[src/rtl/core/aco_pkg.sv]
// ----------------------------------------------------------------------------
// aco_pkg
// Shared types, sizes and helpers for the oldest-replace address cache.
// ----------------------------------------------------------------------------
package aco_pkg;

	localparam int ENTRIES  = 16;                        // cache entries, 2..256
	localparam int IDX_W    = $clog2(ENTRIES);           // entry number width
	localparam int PAD      = 1 << IDX_W;                // entries rounded up to 2^n
	localparam int SLOT_W   = 4;                         // reported slot width
	localparam int SETTLE   = IDX_W / 2;                 // registered levels of age tree
	localparam int SETTLE_W = (SETTLE < 1) ? 1 : $clog2(SETTLE + 1);

	localparam logic ACT_LOOKUP = 1'b0;
	localparam logic ACT_INSERT = 1'b1;

	typedef struct packed {
		logic        action;
		logic [31:0] proto_addr;
		logic [47:0] hw_addr;
		logic [31:0] now_time;
	} req_t;

	typedef struct packed {
		logic        hit;
		logic [47:0] hw_addr_out;
		logic [SLOT_W-1:0] slot_index;
	} rsp_t;

	// controller -> datapath
	typedef struct packed {
		logic load;     // capture incoming request
		logic commit;   // resolve request, update entries, load result
	} dp_cmd_t;

	// datapath -> controller
	typedef struct packed {
		logic insert;   // held request is an insert
	} dp_stat_t;

	// entry number to reported slot (low bits, zero extended when narrow)
	function automatic logic [SLOT_W-1:0] to_slot(input logic [IDX_W-1:0] idx);
		logic [IDX_W+SLOT_W-1:0] w;
		w = {{SLOT_W{1'b0}}, idx};
		return w[SLOT_W-1:0];
	endfunction

endpackage

[src/rtl/core/aco_ctrl.sv]
// ----------------------------------------------------------------------------
// aco_ctrl
// Request sequencer: input handshake, result register valid, and the wait
// for the age tree to settle after an entry write.
// ----------------------------------------------------------------------------
module aco_ctrl (
	input  logic                clk,
	input  logic                arst_n,
	input  logic                req_valid,
	output logic                req_stall,
	output logic                rsp_valid,
	input  logic                rsp_stall,
	input  aco_pkg::dp_stat_t   stat,
	output aco_pkg::dp_cmd_t    cmd
);
	import aco_pkg::*;

	typedef enum logic {
		S_IDLE,
		S_EVAL
	} state_t;

	state_t              state_q;
	logic                rsp_valid_q;
	logic [SETTLE_W-1:0] settle_q;
	logic                slot_free;
	logic                go;

	assign req_stall = (state_q != S_IDLE);
	assign rsp_valid = rsp_valid_q;

	// result register can take a new result this cycle
	assign slot_free = !rsp_valid_q || !rsp_stall;
	// inserts need the oldest-entry search to reflect the last write
	assign go = (state_q == S_EVAL) && slot_free &&
		(!stat.insert || (settle_q == '0));

	assign cmd.load   = (state_q == S_IDLE) && req_valid;
	assign cmd.commit = go;

	always_ff @(posedge clk or negedge arst_n) begin
		if (!arst_n) begin
			state_q     <= S_IDLE;
			rsp_valid_q <= 1'b0;
			settle_q    <= '0;
		end else begin
			if (settle_q != '0) begin
				settle_q <= settle_q - 1'b1;
			end
			if (go && stat.insert) begin
				settle_q <= SETTLE_W'(SETTLE);
			end

			if (go) begin
				rsp_valid_q <= 1'b1;
			end else if (!rsp_stall) begin
				rsp_valid_q <= 1'b0;
			end

			case (state_q)
				S_IDLE: begin
					if (req_valid) begin
						state_q <= S_EVAL;
					end
				end
				S_EVAL: begin
					if (go) begin
						state_q <= S_IDLE;
					end
				end
				default: begin
					state_q <= S_IDLE;
				end
			endcase
		end
	end

endmodule

[src/rtl/core/aco_datapath.sv]
// ----------------------------------------------------------------------------
// aco_datapath
// Entry store, parallel key match, free-entry search, registered age tree
// and result register.
// ----------------------------------------------------------------------------
module aco_datapath (
	input  logic              clk,
	input  logic              arst_n,
	input  aco_pkg::req_t     req,
	input  aco_pkg::dp_cmd_t  cmd,
	output aco_pkg::dp_stat_t stat,
	output aco_pkg::rsp_t     rsp
);
	import aco_pkg::*;

	typedef struct packed {
		logic [31:0]      t;
		logic [IDX_W-1:0] idx;
	} cand_t;

	req_t             req_q;
	rsp_t             rsp_q;

	logic [ENTRIES-1:0] entry_valid_q;
	logic [31:0]        entry_key_q  [ENTRIES];
	logic [47:0]        entry_hw_q   [ENTRIES];
	logic [31:0]        entry_time_q [ENTRIES];

	logic [ENTRIES-1:0] match;
	logic               hit;
	logic               any_free;
	logic [IDX_W-1:0]   match_idx;
	logic [IDX_W-1:0]   free_idx;
	logic [IDX_W-1:0]   victim_idx;
	logic [IDX_W-1:0]   slot;
	logic [47:0]        hit_hw;
	logic               is_insert;

	cand_t node [IDX_W+1][PAD];

	assign is_insert   = (req_q.action == ACT_INSERT);
	assign stat.insert = is_insert;
	assign rsp         = rsp_q;

	// request holding register
	always_ff @(posedge clk) begin
		if (cmd.load) begin
			req_q <= req;
		end
	end

	// --- age tree: leaves are entry times, padding leaves never win ---
	genvar gi, gk, gj;
	for (gi = 0; gi < PAD; gi++) begin : g_leaf
		if (gi < ENTRIES) begin : g_real
			assign node[0][gi] = '{t: entry_time_q[gi], idx: IDX_W'(gi)};
		end else begin : g_pad
			assign node[0][gi] = '{t: '1, idx: IDX_W'(gi)};
		end
	end

	for (gk = 1; gk <= IDX_W; gk++) begin : g_lvl
		for (gj = 0; gj < (PAD >> gk); gj++) begin : g_node
			cand_t win;
			// strictly older on the right wins, ties keep the lower index
			assign win = (node[gk-1][2*gj+1].t < node[gk-1][2*gj].t) ?
				node[gk-1][2*gj+1] : node[gk-1][2*gj];
			if ((gk % 2) == 0) begin : g_reg
				cand_t win_q;
				always_ff @(posedge clk) begin
					win_q <= win;
				end
				assign node[gk][gj] = win_q;
			end else begin : g_comb
				assign node[gk][gj] = win;
			end
		end
	end

	assign victim_idx = node[IDX_W][0].idx;

	// --- match and free search ---
	always_comb begin
		match_idx = '0;
		free_idx  = '0;
		for (int i = 0; i < ENTRIES; i++) begin
			match[i] = entry_valid_q[i] && (entry_key_q[i] == req_q.proto_addr);
		end
		for (int i = ENTRIES - 1; i >= 0; i--) begin
			if (match[i]) begin
				match_idx = IDX_W'(i);
			end
			if (!entry_valid_q[i]) begin
				free_idx = IDX_W'(i);
			end
		end
		hit      = |match;
		any_free = !(&entry_valid_q);
		hit_hw   = entry_hw_q[match_idx];
		if (hit) begin
			slot = match_idx;
		end else if (any_free) begin
			slot = free_idx;
		end else begin
			slot = victim_idx;
		end
	end

	// --- entry store ---
	always_ff @(posedge clk or negedge arst_n) begin
		if (!arst_n) begin
			entry_valid_q <= '0;
		end else if (cmd.commit && is_insert) begin
			entry_valid_q[slot] <= 1'b1;
		end
	end

	always_ff @(posedge clk) begin
		if (cmd.commit && is_insert) begin
			entry_key_q[slot]  <= req_q.proto_addr;
			entry_hw_q[slot]   <= req_q.hw_addr;
			entry_time_q[slot] <= req_q.now_time;
		end
	end

	// --- result register ---
	always_ff @(posedge clk) begin
		if (cmd.commit) begin
			rsp_q.hit         <= hit;
			rsp_q.hw_addr_out <= (!is_insert && hit) ? hit_hw : 48'd0;
			rsp_q.slot_index  <= (is_insert || hit) ? to_slot(slot) : '0;
		end
	end

endmodule

[src/rtl/core/address_cache_oldest_replace.sv]
// ----------------------------------------------------------------------------
// address_cache_oldest_replace
// Fully associative protocol-to-hardware address cache, oldest-entry
// replacement.
// ----------------------------------------------------------------------------
// Sixteen entries map a 32-bit protocol address to a 48-bit hardware address
// with an insertion time. A lookup request (action 0) returns hit, the stored
// hardware address and the matching slot; a miss returns all zeros. An insert
// request (action 1) refreshes the entry holding the key, else takes the
// lowest free entry, else the entry with the smallest time (lowest index on
// ties); it returns hit (key was present) and the slot written. Times compare
// as plain unsigned values, so wrap is not handled. Each request is first
// captured, then all keys are matched in parallel and it commits once the
// output register can take the result. An insert waits while the
// registered oldest-entry tree (two register levels, a compare per level)
// catches up with an earlier insert's write; lookups never wait for it. A new
// request is taken while a finished result is still stalled in the output
// register. Entries are invalid after reset, with no clearing pass.
// ----------------------------------------------------------------------------
module address_cache_oldest_replace (
	input  logic          clk,
	input  logic          arst_n,
	input  logic          req_valid,
	output logic          req_stall,
	input  aco_pkg::req_t req,
	output logic          rsp_valid,
	input  logic          rsp_stall,
	output aco_pkg::rsp_t rsp
);
	import aco_pkg::*;

	dp_cmd_t  cmd;
	dp_stat_t stat;

	// sequencer: handshake, result valid, settle wait
	aco_ctrl u_ctrl (
		.clk       (clk),
		.arst_n    (arst_n),
		.req_valid (req_valid),
		.req_stall (req_stall),
		.rsp_valid (rsp_valid),
		.rsp_stall (rsp_stall),
		.stat      (stat),
		.cmd       (cmd)
	);

	// entries, match, replacement choice, result register
	aco_datapath u_dp (
		.clk    (clk),
		.arst_n (arst_n),
		.req    (req),
		.cmd    (cmd),
		.stat   (stat),
		.rsp    (rsp)
	);

endmodule
[config.mk]
export PLATFORM = sky130hd
export DESIGN_NAME = address_cache_oldest_replace
export DESIGN_NICKNAME = d
export VERILOG_FILES = /design/src/rtl/core/aco_pkg.sv /design/src/rtl/core/aco_ctrl.sv /design/src/rtl/core/aco_datapath.sv /design/src/rtl/core/address_cache_oldest_replace.sv
export SDC_FILE = /design/constraint.sdc
export NUM_CORES = 2
export LEC_CHECK = 0
export ABC_AREA = 1
export BUFFER_PORTS_ARGS = -buffer_cell sky130_fd_sc_hd__buf_2
export CORE_MARGIN = 3
export CORE_UTILIZATION = 45
export CTS_CLUSTER_SIZE = 16
export DETAILED_ROUTE_END_ITERATION = 12
export GPL_TIMING_DRIVEN = 0
export PLACE_DENSITY = 0.69
export SYNTH_ARGS = -nofsm -noshare
export SYNTH_HDL_FRONTEND = slang
export SYNTH_SLANG_ARGS = --single-unit
[constraint.sdc]
create_clock -name clk -period 7.3 [get_ports clk]
set_input_delay 1.46 -clock clk [delete_from_list [all_inputs] [get_ports clk]]
set_output_delay 1.46 -clock clk [all_outputs]
set_load 0.01 [all_outputs]
* Word-level counts from Yosys, hierarchy flattened *
Memory sizes are Yosys's and may differ from the RTL's. A register that Yosys moved wholly into a read port is not among the register bits.
Cells that the tools add are included.

storage, ports and cells
  register bits = 286
  bits in writable memories = 1,792
  input bits = 117
  output and inout bits = 55
  word-level logic and storage cells = 153
  memories kept = 3

cells by class
  add/subtract/negate cells = 1
  magnitude comparators = 17
  equal/unequal tests = 17
  mux-type cells = 60
  bitwise logic cells = 2
  reductions and logical operators = 34

memory list
  memory             depth  bits a word  read ports  clocked after Yosys merged registers in  wr ports  RTL line            RTL
  u_dp.entry_hw_q    16     48           1           1                                        1         aco_datapath.sv:26  logic [47:0] entry_hw_q [ENTRIES];
  u_dp.entry_key_q   16     32           16          0                                        1         aco_datapath.sv:25  logic [31:0] entry_key_q [ENTRIES];
  u_dp.entry_time_q  16     32           16          0                                        1         aco_datapath.sv:27  logic [31:0] entry_time_q [ENTRIES];

operators with widths
  kind                                                               count
  equality test 32 bit                                               16
  two-way mux 36 bit                                                 14
  less-than comparator 32 bit                                        15
  two-way mux 4 bit                                                  35
  logical AND 1 bit                                                  22
  OR 16 bit                                                          1
  AND reduction 16 bit                                               1
  OR reduction 16 bit                                                1
  two-way mux 1 bit                                                  7
  less-than comparator 4 x 5 -> 1 bit, second input constant         1
  demux 1 bit (select 4 bit)                                         1
  greater-or-equal comparator 4 x 1 -> 1 bit, second input constant  1
  zero test 1 bit                                                    4
  two-way mux 2 bit                                                  2
  nonzero test 2 bit                                                 2
  logical OR 1 bit                                                   3
  zero test 2 bit                                                    1
  inequality test 2 x 1 -> 1 bit, second input constant              1
  one-hot mux 1 bit (2 select lines)                                 1
  subtractor 2 x 1 -> 2 bit, second input constant                   1
  inverter 1 bit                                                     1

* Depth between registers and ports, before layout *
An unclocked memory read counts as a cell.

  depth after elaboration = 25
  gate-level depth with buffers = 32
  depth with buffers taken out = 29

* By module *
A second synthesis with hierarchy kept.

second synthesis, totals
  cell total of the unflattened synthesis = 8,665
  area total of the unflattened synthesis = 96,902.9 µm²

modules (own cells, without submodules)
  module        times used  cells an instance  area an instance (µm²)  sequential area each (µm²)
  aco_datapath  1           8,638              96,686.5                61,999.5
  aco_ctrl      1           27                 216.5                   100.1

* Worst setup path before layout *
Ideal clock, no wire load.

  path kind = input-to-reg
  from = input rsp_stall
  to = memory u_dp.entry_hw_q[2][0], enable pin
  setup time = 0.585 ns
  arrival = 8.003 ns
  required time = 6.715 ns
  slack = -1.288 ns
  cell stages on the path = 7
  path buffers = 0
  path through = nand2_1 nand3_1 inv_1 nand2_1 a21oi_1 nand2_1 nor2_1

RTL lines
  element             RTL line                            RTL
  start: declaration  address_cache_oldest_replace.sv:27  input logic rsp_stall,
  end: declaration    aco_datapath.sv:26

* Worst setup path after layout *
  from = register u_dp.req_q[105] (netlist name)
  to = memory u_dp.entry_hw_q[3][38], enable pin

on the way
  cells in the longest elaborated chain, start to end = 19
  elaborated cells between the ends (all ways) = 50
  classes of those cells = eq/ne (16); mux (17); reduce/logical (17)

RTL lines
  element                           RTL line             RTL
  start: declaration                aco_datapath.sv:21   req_t req_q;
  start signal: assignment          aco_datapath.sv:48   req_q <= req;
  equality test 32 bit              aco_datapath.sv:87   match[i] = entry_valid_q[i] && (entry_key_q[i] == req_q.proto_addr);
  logical AND 1 bit                 aco_datapath.sv:87
  two-way mux 4 bit (16 in series)  aco_datapath.sv:90   if (match[i]) begin
  two-way mux 4 bit *               aco_datapath.sv:100  if (hit) begin

Mark *: on every way between the ends. The rest lies on a longest branch, timed or not.

==> impl_metrics.yaml <==
run_status:
  outcome: "complete, no violations"
yosys:
  synth_area_sq_um: 96800
  synth_area_leaders: "edfxtp_1, nand2_1, ha_1"
  synth_top_cell_by_area: "edfxtp_1"
  synth_cell_type_count: 58
  ys_warn_count: 0
  synth_fp_nets: 9312
  synth_top_area_share_pct: 60.7
  ys.flop_type: "edfxtp_1"
  synthCells: 8729
  netlist_top_cells_count: "edfxtp_1, nand2_1, inv_1"
  yosysSeqAreaShare_pct: 64.1
  syn_area_per_cell_sq_um: 11.1
  synth_seq_cells: 2118
  synthArstFlopShare_pct: 0.944
  synth_edf_count: 1958
  synth_most_common_cell: "edfxtp_1"
critical_path:
  cp_data_arrival_time_ns: 7.82
  crit_type: "register to register"
  cpLargestDelayFamily: "simple AND/OR/NAND/NOR gates"
  end_kind: "register"
  worstPathMaxFanout: 28
  crit_start: "u_dp.req_q[105]"
  start_kind: "register"
  required_ns: 7.86
  r2r-start: "u_dp.req_q[105]"
  critPathBufInv: 8
  crit_path_top_delay_cell: "nor4_1"
  path_cells: "inv_2 -> buf_6 -> buf_2 -> o22ai_1 -> nor4_1 -> nand2_1 -> nor4_2 -> nand4_1 -> and2_1 -> nand2_2 -> a21oi_4 -> inv_2 -> nand2_1 -> inv_1 -> nand2_1 -> nor2_4 -> buf_12 -> buf_12 -> buf_12"
  crit_path_max_incr_delay_ns: 0.78
die:
  coreArea_sq_um: 213000
  die_area_sq_um: 221000
  die_h_um: 470
  die_w_um: 470
  rows: 169
  io-pin-count: 172
  start_util_pct: 45.5
sta:
  finalClockSkew_ns: 0.0570
  rsz0062_at_grt: "false"
  fin_crit_ns: 7.26
  finalCritPeriodShare_pct: 99.5
  final_hold_viol_count: 0
  max_slew.worst_pin.slew_ns: 1.48
  clock.fmax_mhz: 138
  setup_viol_count_final: 0
  maxSlewHeadroom_pct: 1.54
  fin_setup_tns_ns: 0
  drv_slew: 0
clock_tree:
  cts_tree: "built"
  htree_levels: 4
  clkSinkCount: 2118
  clk_root_buffer_cell: "clkbuf_16"
  clk_pin_slew_ns: 0.06
  clock_latency_ns: 0.90
  cts_buffer_depth: 3
  cts-buffers-inserted: 216
global_routing:
  grt_max_degree: 34
  grt_pass1_wl_mm: 435
  grt_pass1_vias: 66533
  grt.total_usage_pct: 26.6
  antenna_found_initial: 27
  globalRouteOverflowTotal: 0
placement:
  portBuffers: 171
  hpwl_mm: 206
  dp.cells: 11799
  gp_congestion: 0.939
final_layout:
  fin_nets: 9797
  instances_no_fill: 12231
  multi_input_area_sq_um: 28400
  fillers: 17937
  layout-drive-gt1-share_pct: 9.55
  syn_to_final_growth_pct: 14.1
  register_area_sq_um: 62100
drt:
  wl_per_cell_um: 24.7
  drt-total-wl_mm: 302
  dr.first_iter.drc_count: 9775
  drt_first_pass_iters: 6
  drc: 0
  drtAntennaViolNets: 0
  avgViaCountPerCell: 5.68
  vias: 69477
pwr:
  ir_worst_vdd_uv: 265
  p_leak_nw: 44.5
  power.total_mw: 30.9
  powerDensity_nw_per_um2: 280
worst_hold_path:
  min_path_type: "register to register"
  min_from: "u_ctrl.rsp_valid"
job:
  cap_violations: 0
## sequential cells by signal, indices dropped and copies added, names as in the netlist
signal                         flops
u_dp.rsp                          53
u_dp.g_lvl.g_node.g_reg.win_q    136
u_dp.req_q                       112
u_ctrl.settle_q                    2
u_dp.victim_idx                    4
u_dp.entry_time_q                512
u_dp.entry_key_q                 512
u_dp.entry_hw_q                  768
u_dp.stat                          1
u_ctrl.req_stall                   1
u_dp.entry_valid_q                16
u_ctrl.rsp_valid                   1
## cells in the final DEF (no fill, tap or decap), types with 11 or more instances in the layout
master and instances:
o21ai_1 22, inv_1 1189, or2_2 37, xnor2_1 70
nor4_1 38, a22o_1 11, o22ai_1 70, buf_6 14
clkbuf_1 207, nand3_1 1022, inv_2 34, nand3b_1 244
clkinvlp_4 11, o221ai_1 21, clkinv_1 50, clkinv_16 11
nor2_1 163, nor3_1 57, buf_16 16, o21ai_0 462
o211ai_1 14, buf_12 65, nand2_1 1697, ha_1 466
a21oi_1 280, o2111ai_1 14, a211oi_1 50, buf_2 335
clkinv_2 42, a221oi_1 25, dfrtp_1 20, xor2_1 61
edfxtp_1 1958, clkbuf_16 219, buf_4 38, dfxtp_1 140
nor2_4 17, nand4_1 75, bufinv_16 18
## power by group
part	switching [mW]	total [mW]	internal [mW]	leakage, nW
Combinational	3.01	4.31	1.30	22.0
Sequential	0.973	15.5	14.5	19.1
Clock	4.90	11.1	6.25	3.48
## kinds of logic (layout without fill, tap and decap cells)
family,count (synthesis),after routing,share of synthesized area [%]
adder cells (fa/ha/maj),466,466,6.02
XOR/XNOR,131,131,1.19
other,0,7,0
AND/OR/NAND/NOR,3383,3383,16.0
buffers and inverters,1608,2282,6.66
AO/OA/AOI/OAI,1023,1023,6.02
flip-flops,2118,2118,64.1
## worst reg2reg max path, stage by stage (launching register included)
cell      delay [ns]
edfxtp_1        0.74
inv_2           0.47
buf_6           0.24
buf_2           0.41
o22ai_1         0.17
nor4_1          0.78
nand2_1         0.18
nor4_2          0.58
nand4_1         0.28
and2_1          0.26
nand2_2         0.13
a21oi_4         0.10
inv_2           0.33
nand2_1         0.15
inv_1           0.24
nand2_1         0.38
nor2_4          0.73
buf_12          0.28
buf_12          0.23
buf_12          0.25
## final cells by class
class / count / share of cell area (%)
Timing Repair Buffer: 267 / 2.48
Antenna cell: 7 / 0.0159
Multi-Input combinational cell: 5003 / 25.7
Sequential cell: 2118 / 56.2
Clock inverter: 141 / 1.33
Tap cell: 2821 / 3.20
Inverter: 1227 / 4.17
Clock buffer: 266 / 5.18
Buffer: 381 / 1.66
## metal layers
layer  part of all wire, %  vias up  track usage [%]
met4                   5.3       12             12.7
met5                 0.022        -                0
met1                    39    33342             36.2
li1                      -    31280                -
met2                    44     4069             41.1
met3                    11      774             5.26
## through the flow
stage	hold slack, ns	area, sq um	util [%]	setup WS, ns
CTS	0.515	110000	51.8	0.133
detailed placement	0.499	103000	48.4	-0.296
finish	0.519	110000	51.9	0.0371
global placement	0.475	101000	47.5	-8.53
global route	0.563	110000	51.9	0.0912
floorplan	0.465	96800	-	-1.29
## timing repair
action / 4_1_cts / 5_1_grt
gates resized for setup: 1 / 0
pin swaps: 0 / 0
hold buffers: 0 / 0
setup endpoints to repair: 598 / 314
buffers inserted: 4 / 13
## path summary, 6_finish.rpt
kind | endpoint | slack [ns] | cells past startpoint
setup / recovery | u_dp.entry_hw_q[3][38] | 0.04 | 19
hold reg to reg | u_ctrl.rsp_valid | 0.52 | 2
setup reg to reg | u_dp.entry_hw_q[3][38] | 0.04 | 19
max in group asynchronous | u_dp.entry_valid_q[15] | 6.26 | 1
min in group asynchronous | u_ctrl.req_stall | 0.60 | 1
hold / removal | u_ctrl.rsp_valid | 0.52 | 2
(Power assumes the default switching activity.)
